<file path="config.mk">
export PLATFORM = sky130hd
export DESIGN_NAME = signed_int_to_radix_digits_core
export DESIGN_NICKNAME = d
export VERILOG_FILES = /design/src/design/sirad_pkg.sv /design/src/design/signed_int_to_radix_digits_core.sv /design/src/design/sirad_front.sv /design/src/design/sirad_queue.sv /design/src/design/sirad_back.sv
export SDC_FILE = /design/constraint.sdc
export NUM_CORES = 2
export LEC_CHECK = 0
export BUFFER_PORTS_ARGS = -buffer_cell sky130_fd_sc_hd__buf_2
export CAP_MARGIN = 20
export CORE_ASPECT_RATIO = 1.5
export CORE_MARGIN = 2
export CORE_UTILIZATION = 41
export DETAILED_ROUTE_END_ITERATION = 8
export PLACE_DENSITY = 0.57
export SETUP_SLACK_MARGIN = 0.05
export SLEW_MARGIN = 20
export SYNTH_ARGS = -nofsm -noshare
export SYNTH_HDL_FRONTEND = slang
export SYNTH_SLANG_ARGS = --single-unit
</file>
<file path="constraint.sdc">
create_clock -name clk -period 8.5 [get_ports clk]
set_clock_uncertainty 0.15 [all_clocks]
set_input_delay 0.85 -clock clk [delete_from_list [all_inputs] [get_ports clk]]
set_output_delay 0.85 -clock clk [all_outputs]
set_load 0.03 [all_outputs]
</file>
<file path="src/design/sirad_pkg.sv">
// ----------------------------------------------------------------------------
// sirad_pkg
// Shared types, constants and helpers for the signed-integer-to-text core.
// ----------------------------------------------------------------------------
package sirad_pkg;

    localparam int VALUE_W     = 32;
    localparam int CHAR_W      = 8;
    localparam int DATA_W      = 64;
    localparam int ADDR_W      = 5;
    localparam int REG_SHIFT   = 3;
    localparam int RADIX_W     = 5;
    localparam int DIGIT_W     = 4;
    localparam int SYM_SLOTS   = 16;
    localparam int DIGIT_CELLS = 32;
    localparam int LEN_W       = $clog2(DIGIT_CELLS + 1);
    localparam int IDX_W       = $clog2(DIGIT_CELLS);
    localparam int QUEUE_DEPTH = 2;

    localparam logic [1:0] REG_SYMBOL_COUNT = 2'd0;
    localparam logic [1:0] REG_SYMBOLS_LOW  = 2'd1;
    localparam logic [1:0] REG_SYMBOLS_HIGH = 2'd2;

    localparam logic [CHAR_W-1:0] CH_NUL   = 8'h00;
    localparam logic [CHAR_W-1:0] CH_TAB   = 8'h09;
    localparam logic [CHAR_W-1:0] CH_LF    = 8'h0A;
    localparam logic [CHAR_W-1:0] CH_VT    = 8'h0B;
    localparam logic [CHAR_W-1:0] CH_FF    = 8'h0C;
    localparam logic [CHAR_W-1:0] CH_CR    = 8'h0D;
    localparam logic [CHAR_W-1:0] CH_SPACE = 8'h20;
    localparam logic [CHAR_W-1:0] CH_PLUS  = 8'h2B;
    localparam logic [CHAR_W-1:0] CH_MINUS = 8'h2D;

    typedef struct packed {
        logic [RADIX_W-1:0]          radix;
        logic [SYM_SLOTS*CHAR_W-1:0] symbols;
    } cfg_t;

    typedef struct packed {
        logic               neg;
        logic [VALUE_W-1:0] mag;
    } work_t;

    function automatic logic [CHAR_W-1:0] sym_at(
        input logic [SYM_SLOTS*CHAR_W-1:0] symbols,
        input logic [DIGIT_W-1:0]          digit
    );
        return symbols[{digit, 3'b000} +: CHAR_W];
    endfunction

    function automatic logic sym_forbidden(input logic [CHAR_W-1:0] c);
        return (c == CH_NUL) || (c == CH_PLUS) || (c == CH_MINUS) ||
               (c == CH_SPACE) || (c == CH_TAB) || (c == CH_LF) ||
               (c == CH_VT) || (c == CH_FF) || (c == CH_CR);
    endfunction

endpackage

</file>
<file path="src/design/signed_int_to_radix_digits_core.sv">
// ----------------------------------------------------------------------------
// signed_int_to_radix_digits_core
// Prints signed 32-bit words as text in a configured radix and symbol set.
// ----------------------------------------------------------------------------
//  channel   handshake          payload
//  input     push / full        value[31:0] signed
//  result    empty / pop        out_char[7:0], last
//  config    psel/penable/...   paddr[4:0], pwdata[63:0], prdata[63:0]
//
//  one word leaves the queue, goes through bit-serial conversion in the
//  digit cells, then comes out one character per cycle (up to 33) when
//  results are taken at once
//  reset clears control and config; no clearing pass
//  a stalled result holds the back part; the two-entry queue keeps accepting
//  words with an invalid symbol set are dropped at the front
// ----------------------------------------------------------------------------
module signed_int_to_radix_digits_core #(
    parameter int MAX_SYMBOLS = 16
) (
    input  logic                                 clk,
    input  logic                                 rst_n,
    input  logic                                 psel,
    input  logic                                 penable,
    input  logic                                 pwrite,
    input  logic [sirad_pkg::ADDR_W-1:0]         paddr,
    input  logic [sirad_pkg::DATA_W-1:0]         pwdata,
    output logic [sirad_pkg::DATA_W-1:0]         prdata,
    output logic                                 pready,
    input  logic                                 push,
    input  logic signed [sirad_pkg::VALUE_W-1:0] value,
    output logic                                 full,
    output logic [sirad_pkg::CHAR_W-1:0]         out_char,
    output logic                                 last,
    output logic                                 empty,
    input  logic                                 pop
);

    sirad_pkg::cfg_t  cfg;
    sirad_pkg::work_t q_data;
    sirad_pkg::work_t q_dout;
    logic             q_push;
    logic             q_full;
    logic             q_pop;
    logic             q_empty;

    sirad_front #(
        .MAX_SYMBOLS (MAX_SYMBOLS)
    ) u_front (
        .clk     (clk),
        .rst_n   (rst_n),
        .psel    (psel),
        .penable (penable),
        .pwrite  (pwrite),
        .paddr   (paddr),
        .pwdata  (pwdata),
        .prdata  (prdata),
        .pready  (pready),
        .push    (push),
        .value   (value),
        .full    (full),
        .q_push  (q_push),
        .q_data  (q_data),
        .q_full  (q_full),
        .cfg     (cfg)
    );

    sirad_queue u_queue (
        .clk     (clk),
        .rst_n   (rst_n),
        .q_push  (q_push),
        .q_data  (q_data),
        .q_full  (q_full),
        .q_pop   (q_pop),
        .q_dout  (q_dout),
        .q_empty (q_empty)
    );

    sirad_back u_back (
        .clk      (clk),
        .rst_n    (rst_n),
        .cfg      (cfg),
        .q_empty  (q_empty),
        .q_dout   (q_dout),
        .q_pop    (q_pop),
        .out_char (out_char),
        .last     (last),
        .empty    (empty),
        .pop      (pop)
    );

endmodule

</file>
<file path="src/design/sirad_front.sv">
// ----------------------------------------------------------------------------
// sirad_front
// Register file, symbol set check and input classification.
// ----------------------------------------------------------------------------
module sirad_front #(
    parameter int MAX_SYMBOLS = 16
) (
    input  logic                                clk,
    input  logic                                rst_n,
    input  logic                                psel,
    input  logic                                penable,
    input  logic                                pwrite,
    input  logic [sirad_pkg::ADDR_W-1:0]        paddr,
    input  logic [sirad_pkg::DATA_W-1:0]        pwdata,
    output logic [sirad_pkg::DATA_W-1:0]        prdata,
    output logic                                pready,
    input  logic                                push,
    input  logic signed [sirad_pkg::VALUE_W-1:0] value,
    output logic                                full,
    output logic                                q_push,
    output sirad_pkg::work_t                    q_data,
    input  logic                                q_full,
    output sirad_pkg::cfg_t                     cfg
);

    logic [sirad_pkg::RADIX_W-1:0] count_reg;
    logic [sirad_pkg::DATA_W-1:0]  sym_low_reg;
    logic [sirad_pkg::DATA_W-1:0]  sym_high_reg;
    logic [1:0]                    reg_idx;
    logic                          wr_en;
    logic                          set_ok;
    logic [sirad_pkg::VALUE_W-1:0] raw;

    assign pready  = 1'b1;
    assign reg_idx = paddr[sirad_pkg::ADDR_W-1:sirad_pkg::REG_SHIFT];
    assign wr_en   = psel && penable && pwrite && pready;

    always_ff @(posedge clk or negedge rst_n)
    begin
        if (!rst_n)
        begin
            count_reg    <= '0;
            sym_low_reg  <= '0;
            sym_high_reg <= '0;
        end
        else if (wr_en)
        begin
            unique case (reg_idx)
                sirad_pkg::REG_SYMBOL_COUNT: count_reg    <= pwdata[sirad_pkg::RADIX_W-1:0];
                sirad_pkg::REG_SYMBOLS_LOW:  sym_low_reg  <= pwdata;
                sirad_pkg::REG_SYMBOLS_HIGH: sym_high_reg <= pwdata;
                default:                     count_reg    <= count_reg;
            endcase
        end
    end

    always_comb
    begin
        prdata = '0;
        unique case (reg_idx)
            sirad_pkg::REG_SYMBOL_COUNT: prdata = {{(sirad_pkg::DATA_W-sirad_pkg::RADIX_W){1'b0}},
                                                   count_reg};
            sirad_pkg::REG_SYMBOLS_LOW:  prdata = sym_low_reg;
            sirad_pkg::REG_SYMBOLS_HIGH: prdata = sym_high_reg;
            default:                     prdata = '0;
        endcase
    end

    assign cfg.radix   = count_reg;
    assign cfg.symbols = {sym_high_reg, sym_low_reg};

    // symbol set check: range, forbidden bytes, repeats
    always_comb
    begin
        set_ok = (count_reg >= sirad_pkg::RADIX_W'(2)) &&
                 (count_reg <= sirad_pkg::RADIX_W'(MAX_SYMBOLS));
        for (int i = 0; i < sirad_pkg::SYM_SLOTS; i++)
        begin
            if (sirad_pkg::RADIX_W'(i) < count_reg)
            begin
                if (sirad_pkg::sym_forbidden(cfg.symbols[i*sirad_pkg::CHAR_W +: sirad_pkg::CHAR_W]))
                begin
                    set_ok = 1'b0;
                end
                for (int j = i + 1; j < sirad_pkg::SYM_SLOTS; j++)
                begin
                    if ((sirad_pkg::RADIX_W'(j) < count_reg) &&
                        (cfg.symbols[i*sirad_pkg::CHAR_W +: sirad_pkg::CHAR_W] ==
                         cfg.symbols[j*sirad_pkg::CHAR_W +: sirad_pkg::CHAR_W]))
                    begin
                        set_ok = 1'b0;
                    end
                end
            end
        end
    end

    assign raw        = value;
    assign full       = q_full;
    assign q_push     = push && !q_full && set_ok;
    assign q_data.neg = raw[sirad_pkg::VALUE_W-1];
    assign q_data.mag = raw[sirad_pkg::VALUE_W-1] ? (sirad_pkg::VALUE_W'(0) - raw) : raw;

endmodule

</file>
<file path="src/design/sirad_queue.sv">
// ----------------------------------------------------------------------------
// sirad_queue
// Short queue of classified words between front and back.
// ----------------------------------------------------------------------------
module sirad_queue (
    input  logic             clk,
    input  logic             rst_n,
    input  logic             q_push,
    input  sirad_pkg::work_t q_data,
    output logic             q_full,
    input  logic             q_pop,
    output sirad_pkg::work_t q_dout,
    output logic             q_empty
);

    localparam int PTR_W = $clog2(sirad_pkg::QUEUE_DEPTH);
    localparam int CNT_W = $clog2(sirad_pkg::QUEUE_DEPTH + 1);

    sirad_pkg::work_t  mem [0:sirad_pkg::QUEUE_DEPTH-1];
    logic [PTR_W-1:0]  wr_ptr_reg;
    logic [PTR_W-1:0]  rd_ptr_reg;
    logic [CNT_W-1:0]  count_reg;
    logic              do_push;
    logic              do_pop;

    assign q_full  = (count_reg == CNT_W'(sirad_pkg::QUEUE_DEPTH));
    assign q_empty = (count_reg == '0);
    assign do_push = q_push && !q_full;
    assign do_pop  = q_pop && !q_empty;
    assign q_dout  = mem[rd_ptr_reg];

    always_ff @(posedge clk or negedge rst_n)
    begin
        if (!rst_n)
        begin
            wr_ptr_reg <= '0;
            rd_ptr_reg <= '0;
            count_reg  <= '0;
        end
        else
        begin
            if (do_push)
            begin
                wr_ptr_reg <= wr_ptr_reg + PTR_W'(1);
            end
            if (do_pop)
            begin
                rd_ptr_reg <= rd_ptr_reg + PTR_W'(1);
            end
            if (do_push && !do_pop)
            begin
                count_reg <= count_reg + CNT_W'(1);
            end
            else if (do_pop && !do_push)
            begin
                count_reg <= count_reg - CNT_W'(1);
            end
        end
    end

    always_ff @(posedge clk)
    begin
        if (do_push)
        begin
            mem[wr_ptr_reg] <= q_data;
        end
    end

endmodule

</file>
<file path="src/design/sirad_back.sv">
// ----------------------------------------------------------------------------
// sirad_back
// Bit-serial conversion into digit cells, then character output.
// ----------------------------------------------------------------------------
module sirad_back (
    input  logic                         clk,
    input  logic                         rst_n,
    input  sirad_pkg::cfg_t              cfg,
    input  logic                         q_empty,
    input  sirad_pkg::work_t             q_dout,
    output logic                         q_pop,
    output logic [sirad_pkg::CHAR_W-1:0] out_char,
    output logic                         last,
    output logic                         empty,
    input  logic                         pop
);

    localparam logic [1:0] ST_IDLE = 2'd0;
    localparam logic [1:0] ST_CONV = 2'd1;
    localparam logic [1:0] ST_EMIT = 2'd2;

    localparam int CELLS  = sirad_pkg::DIGIT_CELLS;
    localparam int LEVELS = $clog2(CELLS + 1);
    localparam int CNT_W  = $clog2(sirad_pkg::VALUE_W);

    logic [1:0]                      state_reg, state_next;
    logic [sirad_pkg::VALUE_W-1:0]   mag_reg;
    logic [sirad_pkg::DIGIT_W-1:0]   cell_reg [0:CELLS-1];
    logic [sirad_pkg::DIGIT_W-1:0]   cell_new [0:CELLS-1];
    logic [sirad_pkg::LEN_W-1:0]     len_reg, len_next, len_step;
    logic [CNT_W-1:0]                bit_cnt_reg, bit_cnt_next;
    logic [sirad_pkg::IDX_W-1:0]     idx_reg, idx_next;
    logic                            sign_reg, sign_next;
    logic                            out_valid_reg, out_valid_next;
    logic [sirad_pkg::CHAR_W-1:0]    out_char_reg, out_char_next;
    logic                            last_reg, last_next;
    logic                            load, shift, out_free;
    logic [CELLS:0]                  g_lvl [0:LEVELS];
    logic [CELLS:0]                  p_lvl [0:LEVELS];
    logic [CELLS:0]                  carry;
    logic [sirad_pkg::RADIX_W-1:0]   t;

    // carry lookahead across digit cells: generate when 2d >= radix,
    // propagate when 2d + 1 == radix
    always_comb
    begin
        g_lvl[0][0] = mag_reg[sirad_pkg::VALUE_W-1];
        p_lvl[0][0] = 1'b0;
        for (int i = 0; i < CELLS; i++)
        begin
            g_lvl[0][i+1] = ({cell_reg[i], 1'b0} >= cfg.radix);
            p_lvl[0][i+1] = ({cell_reg[i], 1'b1} == cfg.radix);
        end
        for (int l = 0; l < LEVELS; l++)
        begin
            for (int j = 0; j <= CELLS; j++)
            begin
                if (j >= (1 << l))
                begin
                    g_lvl[l+1][j] = g_lvl[l][j] | (p_lvl[l][j] & g_lvl[l][j-(1 << l)]);
                    p_lvl[l+1][j] = p_lvl[l][j] & p_lvl[l][j-(1 << l)];
                end
                else
                begin
                    g_lvl[l+1][j] = g_lvl[l][j];
                    p_lvl[l+1][j] = p_lvl[l][j];
                end
            end
        end
        carry = g_lvl[LEVELS];
    end

    always_comb
    begin
        t = '0;
        for (int i = 0; i < CELLS; i++)
        begin
            t = {cell_reg[i], carry[i]};
            if (carry[i+1])
            begin
                cell_new[i] = sirad_pkg::DIGIT_W'(t - cfg.radix);
            end
            else
            begin
                cell_new[i] = t[sirad_pkg::DIGIT_W-1:0];
            end
        end
    end

    assign len_step = len_reg + sirad_pkg::LEN_W'(carry[len_reg]);
    assign out_free = !out_valid_reg || pop;

    always_comb
    begin
        state_next     = state_reg;
        len_next       = len_reg;
        bit_cnt_next   = bit_cnt_reg;
        idx_next       = idx_reg;
        sign_next      = sign_reg;
        out_valid_next = out_valid_reg;
        out_char_next  = out_char_reg;
        last_next      = last_reg;
        q_pop          = 1'b0;
        load           = 1'b0;
        shift          = 1'b0;
        if (out_valid_reg && pop)
        begin
            out_valid_next = 1'b0;
        end
        unique case (state_reg)
            ST_IDLE:
            begin
                if (!q_empty)
                begin
                    q_pop        = 1'b1;
                    load         = 1'b1;
                    sign_next    = q_dout.neg;
                    len_next     = sirad_pkg::LEN_W'(1);
                    bit_cnt_next = '0;
                    state_next   = ST_CONV;
                end
            end
            ST_CONV:
            begin
                shift        = 1'b1;
                len_next     = len_step;
                bit_cnt_next = bit_cnt_reg + CNT_W'(1);
                if (bit_cnt_reg == CNT_W'(sirad_pkg::VALUE_W - 1))
                begin
                    idx_next   = sirad_pkg::IDX_W'(len_step - sirad_pkg::LEN_W'(1));
                    state_next = ST_EMIT;
                end
            end
            ST_EMIT:
            begin
                if (out_free)
                begin
                    out_valid_next = 1'b1;
                    if (sign_reg)
                    begin
                        out_char_next = sirad_pkg::CH_MINUS;
                        last_next     = 1'b0;
                        sign_next     = 1'b0;
                    end
                    else
                    begin
                        out_char_next = sirad_pkg::sym_at(cfg.symbols, cell_reg[idx_reg]);
                        last_next     = (idx_reg == '0);
                        if (idx_reg == '0)
                        begin
                            state_next = ST_IDLE;
                        end
                        else
                        begin
                            idx_next = idx_reg - sirad_pkg::IDX_W'(1);
                        end
                    end
                end
            end
            default:
            begin
                state_next = ST_IDLE;
            end
        endcase
    end

    always_ff @(posedge clk or negedge rst_n)
    begin
        if (!rst_n)
        begin
            state_reg     <= ST_IDLE;
            len_reg       <= '0;
            bit_cnt_reg   <= '0;
            idx_reg       <= '0;
            sign_reg      <= 1'b0;
            out_valid_reg <= 1'b0;
        end
        else
        begin
            state_reg     <= state_next;
            len_reg       <= len_next;
            bit_cnt_reg   <= bit_cnt_next;
            idx_reg       <= idx_next;
            sign_reg      <= sign_next;
            out_valid_reg <= out_valid_next;
        end
    end

    always_ff @(posedge clk)
    begin
        out_char_reg <= out_char_next;
        last_reg     <= last_next;
        if (load)
        begin
            mag_reg <= q_dout.mag;
            for (int i = 0; i < CELLS; i++)
            begin
                cell_reg[i] <= '0;
            end
        end
        else if (shift)
        begin
            mag_reg <= {mag_reg[sirad_pkg::VALUE_W-2:0], 1'b0};
            for (int i = 0; i < CELLS; i++)
            begin
                cell_reg[i] <= cell_new[i];
            end
        end
    end

    assign out_char = out_char_reg;
    assign last     = last_reg;
    assign empty    = !out_valid_reg;

endmodule

</file>
==> summary.txt <==
Detailed routing
  • Met2 WL post-DR: 69.7 mm
  • 1st-iter DRT viols: 3,339
  • DR WL/cell: 26.6 microns
  • 1st-pass router iterations: 5
  • Highest routed layer: met4
  • Met3 WL: 11.0 mm
  • Met1 WL: about 55 mm
  • Final wirelength: approximately 150 mm
  • Vias per cell: just over 6
  • DRT antenna net count: 0
  • Post-route DRC: 0
  • Routed vias: about 34,000

Final layout
  • Fill cells: 9,099
  • Reg area: 11,000 sq um
  • Area of the multi-input gates: about 26,000 sq um
  • Ratio of cells with drive above 1 in the final layout: 15.6%
  • Area growth, synth to finish: 10.4%
  • Nets@finish: 4,538
  • Largest register FFs: 128

Yosys
  • Yosys warnings: 0
  • Synth top cells by count: 630 x xnor2_1, 436 x xor2_1, 235 x edfxtp_1
  • Seq/Total Area, Yosys: 28.4%
  • Dominant cell by count in the synthesized netlist: xnor2_1
  • Synth async-reset ratio: 40.1%
  • Number of synthesized register bits: a little under 400
  • Post-synth top area cell: edfxtp_1
  • Syn Nets: 4,523
  • Main flop type after synthesis: edfxtp_1
  • Cells after Synth: 4,216
  • Yosys top cell area share: 18.3%
  • Yosys cell types: 94
  • Top cells by area in the synthesized netlist: edfxtp_1 18%, xnor2_1 14%, dfrtp_1 10%, xor2_1 9.9%, ha_1 5.4%
  • Post-Syn Area: 38,600 sq um
  • EDFF count, synth: between 200 and 250
  • Mapped Avg Cell Area: between 9 and 10 sq um

Global route
  • First-pass GRT wire length: 216 mm
  • Global Route Usage Sum: 29.7%
  • Number of global-route vias before repair: 32,826
  • Pin count of the biggest net entering global routing: between 90 and 100
  • Initial antenna violation count: 5
  • GRT overflow: 0

Critical path
  • R2R cell count: 23
  • CP max FO: 23
  • Worst Setup Start Kind: flip-flop
  • Critical Path RT: just under 9000 ps
  • Arrival @ worst endpoint: between 7000 and 8000 ps
  • WS Path Type: reg -> reg
  • Critical Path End Type: flip-flop

Power
  • Leakage power: around 17 nW
  • Total Power: 0.0176 W
  • Worst VDD drop: ~400 uV
  • PD cells: 414 nW/um^2

Clock network
  • Worst-Skew Late Latency: 660 ps
  • Clock root buffer: clkbuf_16
  • Clk pin slew, worst setup/hold paths: 60 ps
  • PostCTS Resize Cnt: 0
  • Max Buffers Root-to-Sink: 3
  • Setup Fix Bufs, Post-CTS: 0
  • H-tree Lvls: 2
  • Inserted Clock Buffers: 47
  • CTS tree: done
  • CTS Sinks: 392

Min path
  • Hold crit path type: in -> reg
  • Hold path depth: 1

Floorplan
  • Die width: 255 microns
  • Row count: 137
  • Initial cell density of the core: ~41%
  • Top Ports: 184
  • Die H: 380 microns
  • CORE AREA: a little over 90,000 sq um
  • Die area: between 90,000 and 100,000 sq um

Timing
  • Setup violators final: 0
  • Total negative slack: 0 ps
  • Slew HR: 20.1%
  • Final hold violations: 0
  • Slew Limit Fails: 0
  • RSZ-0062 raised after global routing: no
  • Worst-Margin Slew: about 1200 ps
  • Fin crit share: roughly 81%
  • Fmax: 145 MHz
  • Clock period minus worst slack: 6910 ps

Run status
  • Status: completed

Placement
  • IO Port Bufs: 179
  • Dpl hpwl: 98.0 mm
  • Gpl congestion: 1.02

Job
  • Number of max-cap violations: 0
==> cell families (layout without fill, tap and decap cells) <==
| group | count (synthesis) | in the layout | synth area share, % |
|---|---|---|---|
| xor gates and xnor gates | 1066 | 1066 | 24.2 |
| and+or+nand+nor | 1001 | 1001 | 13.4 |
| AOI/OAI and AO/OA | 775 | 775 | 13.3 |
| buffers and inverters | 518 | 567 | 5.24 |
| DFF | 392 | 392 | 28.4 |
| muxes | 264 | 264 | 8.42 |
| adders and majority gates | 199 | 199 | 7.07 |
| other | 1 | 3 | 0.00971 |
==> timing repair <==
| action | 4_1_cts | 5_1_grt |
|---|---|---|
| hold endpoints to repair | 18 | 0 |
| hold buffers | 1 | 0 |
| setup endpoints to repair | 0 | 0 |
==> final cells by class <==
cell class,instances,share of cell area [%]
Tap cell,1251,3.67
Timing Repair Buffer,356,5.24
Clock buffer,59,3.01
Multi-Input combinational cell,3306,60.3
Clock inverter,24,0.848
Inverter,128,1.13
Sequential cell,392,25.8
Antenna cell,2,0.0117
==> cells in the final DEF (no fill, tap or decap), types with 20 or more instances in the layout <==
cell type / Yosys / final
fa_1: 32 / 32
xor2_1: 436 / 436
a21oi_1: 221 / 221
mux2_2: 129 / 129
nor4_1: 144 / 144
or2_2: 20 / 20
a21o_1: 52 / 52
a22o_1: 61 / 61
xnor2_1: 630 / 630
nand4_1: 141 / 141
dfrtp_1: 157 / 151
edfxtp_1: 235 / 235
nand2b_1: 24 / 23
mux2i_1: 99 / 98
a31oi_1: 38 / 38
mux4_2: 36 / 36
buf_2: 51 / 178
buf_4: 4 / 176
ha_1: 167 / 167
a211oi_1: 113 / 113
nor2b_1: 47 / 44
nand2_1: 221 / 219
inv_1: 122 / 117
nor2_1: 175 / 175
nand3_1: 68 / 68
nor3_1: 66 / 64
clkbuf_16: 0 / 48
and3_1: 27 / 27
o21ai_0: 125 / 125
==> final timing paths <==
path | from | end | slack, ps
hold reg to reg | u_back.bit_cnt_reg[3] | u_back.bit_cnt_reg[3] | 340
hold / removal | value[0] | u_queue.mem[0][0] | 300
setup / recovery | u_front.count_reg[2] | u_back.idx_reg[4] | 1590
min in group asynchronous | rst_n | u_front.sym_high_reg[15] | 580
setup reg to reg | u_front.count_reg[2] | u_back.idx_reg[4] | 1590
max in group asynchronous | rst_n | u_front.count_reg[1] | 6310
==> worst max-delay path, stage by stage, from the launching register on <==
cell,delay [ps]
dfrtp_1,700
inv_2,480
buf_4,360
ha_1,370
nand4_1,120
or4_1,560
or2_0,280
or4_1,540
a31o_1,200
o211a_2,170
a311oi_2,470
nor2_1,330
a211oi_1,290
a21oi_1,100
a32oi_1,230
ha_1,200
ha_1,230
xnor2_1,130
nor2_1,50
a21oi_1,250
nand3_1,170
a21oi_1,170
nor2_1,50
a311oi_1,190
==> report_power, final <==
part | switching [W] | internal (W)
Combinational | 0.00699 | 0.00473
Sequential | 0.000725 | 0.00301
Clock | 0.000930 | 0.00127
==> metrics by stage <==
| stage | instance area, sq um | util, % | hold slack [ps] | instances | setup WS [ps] |
|---|---|---|---|---|---|
| 6_report | 42600 | 45.7 | 295 | 5518 | 1590 |
| 3_5_place_dp | 41000 | 43.9 | 332 | 5432 | 1680 |
| 5_1_grt | 42600 | 45.7 | 278 | 5517 | 1190 |
| 4_1_cts | 42600 | 45.7 | 242 | 5516 | 1660 |
| 2_1_floorplan | 38600 | - | 299 | 4216 | 1080 |
| 3_3_place_gp | 41000 | 43.9 | 326 | 5432 | 1720 |
==> layer usage <==
metal / vias up / track usage (%)
li1: 15036 / -
met2: 1527 / 49.8
met1: 16595 / 34.8
met3: 539 / 4.95
met5: - / 0
met4: 0 / 19.3
Power figures use the tool's default switching activity.
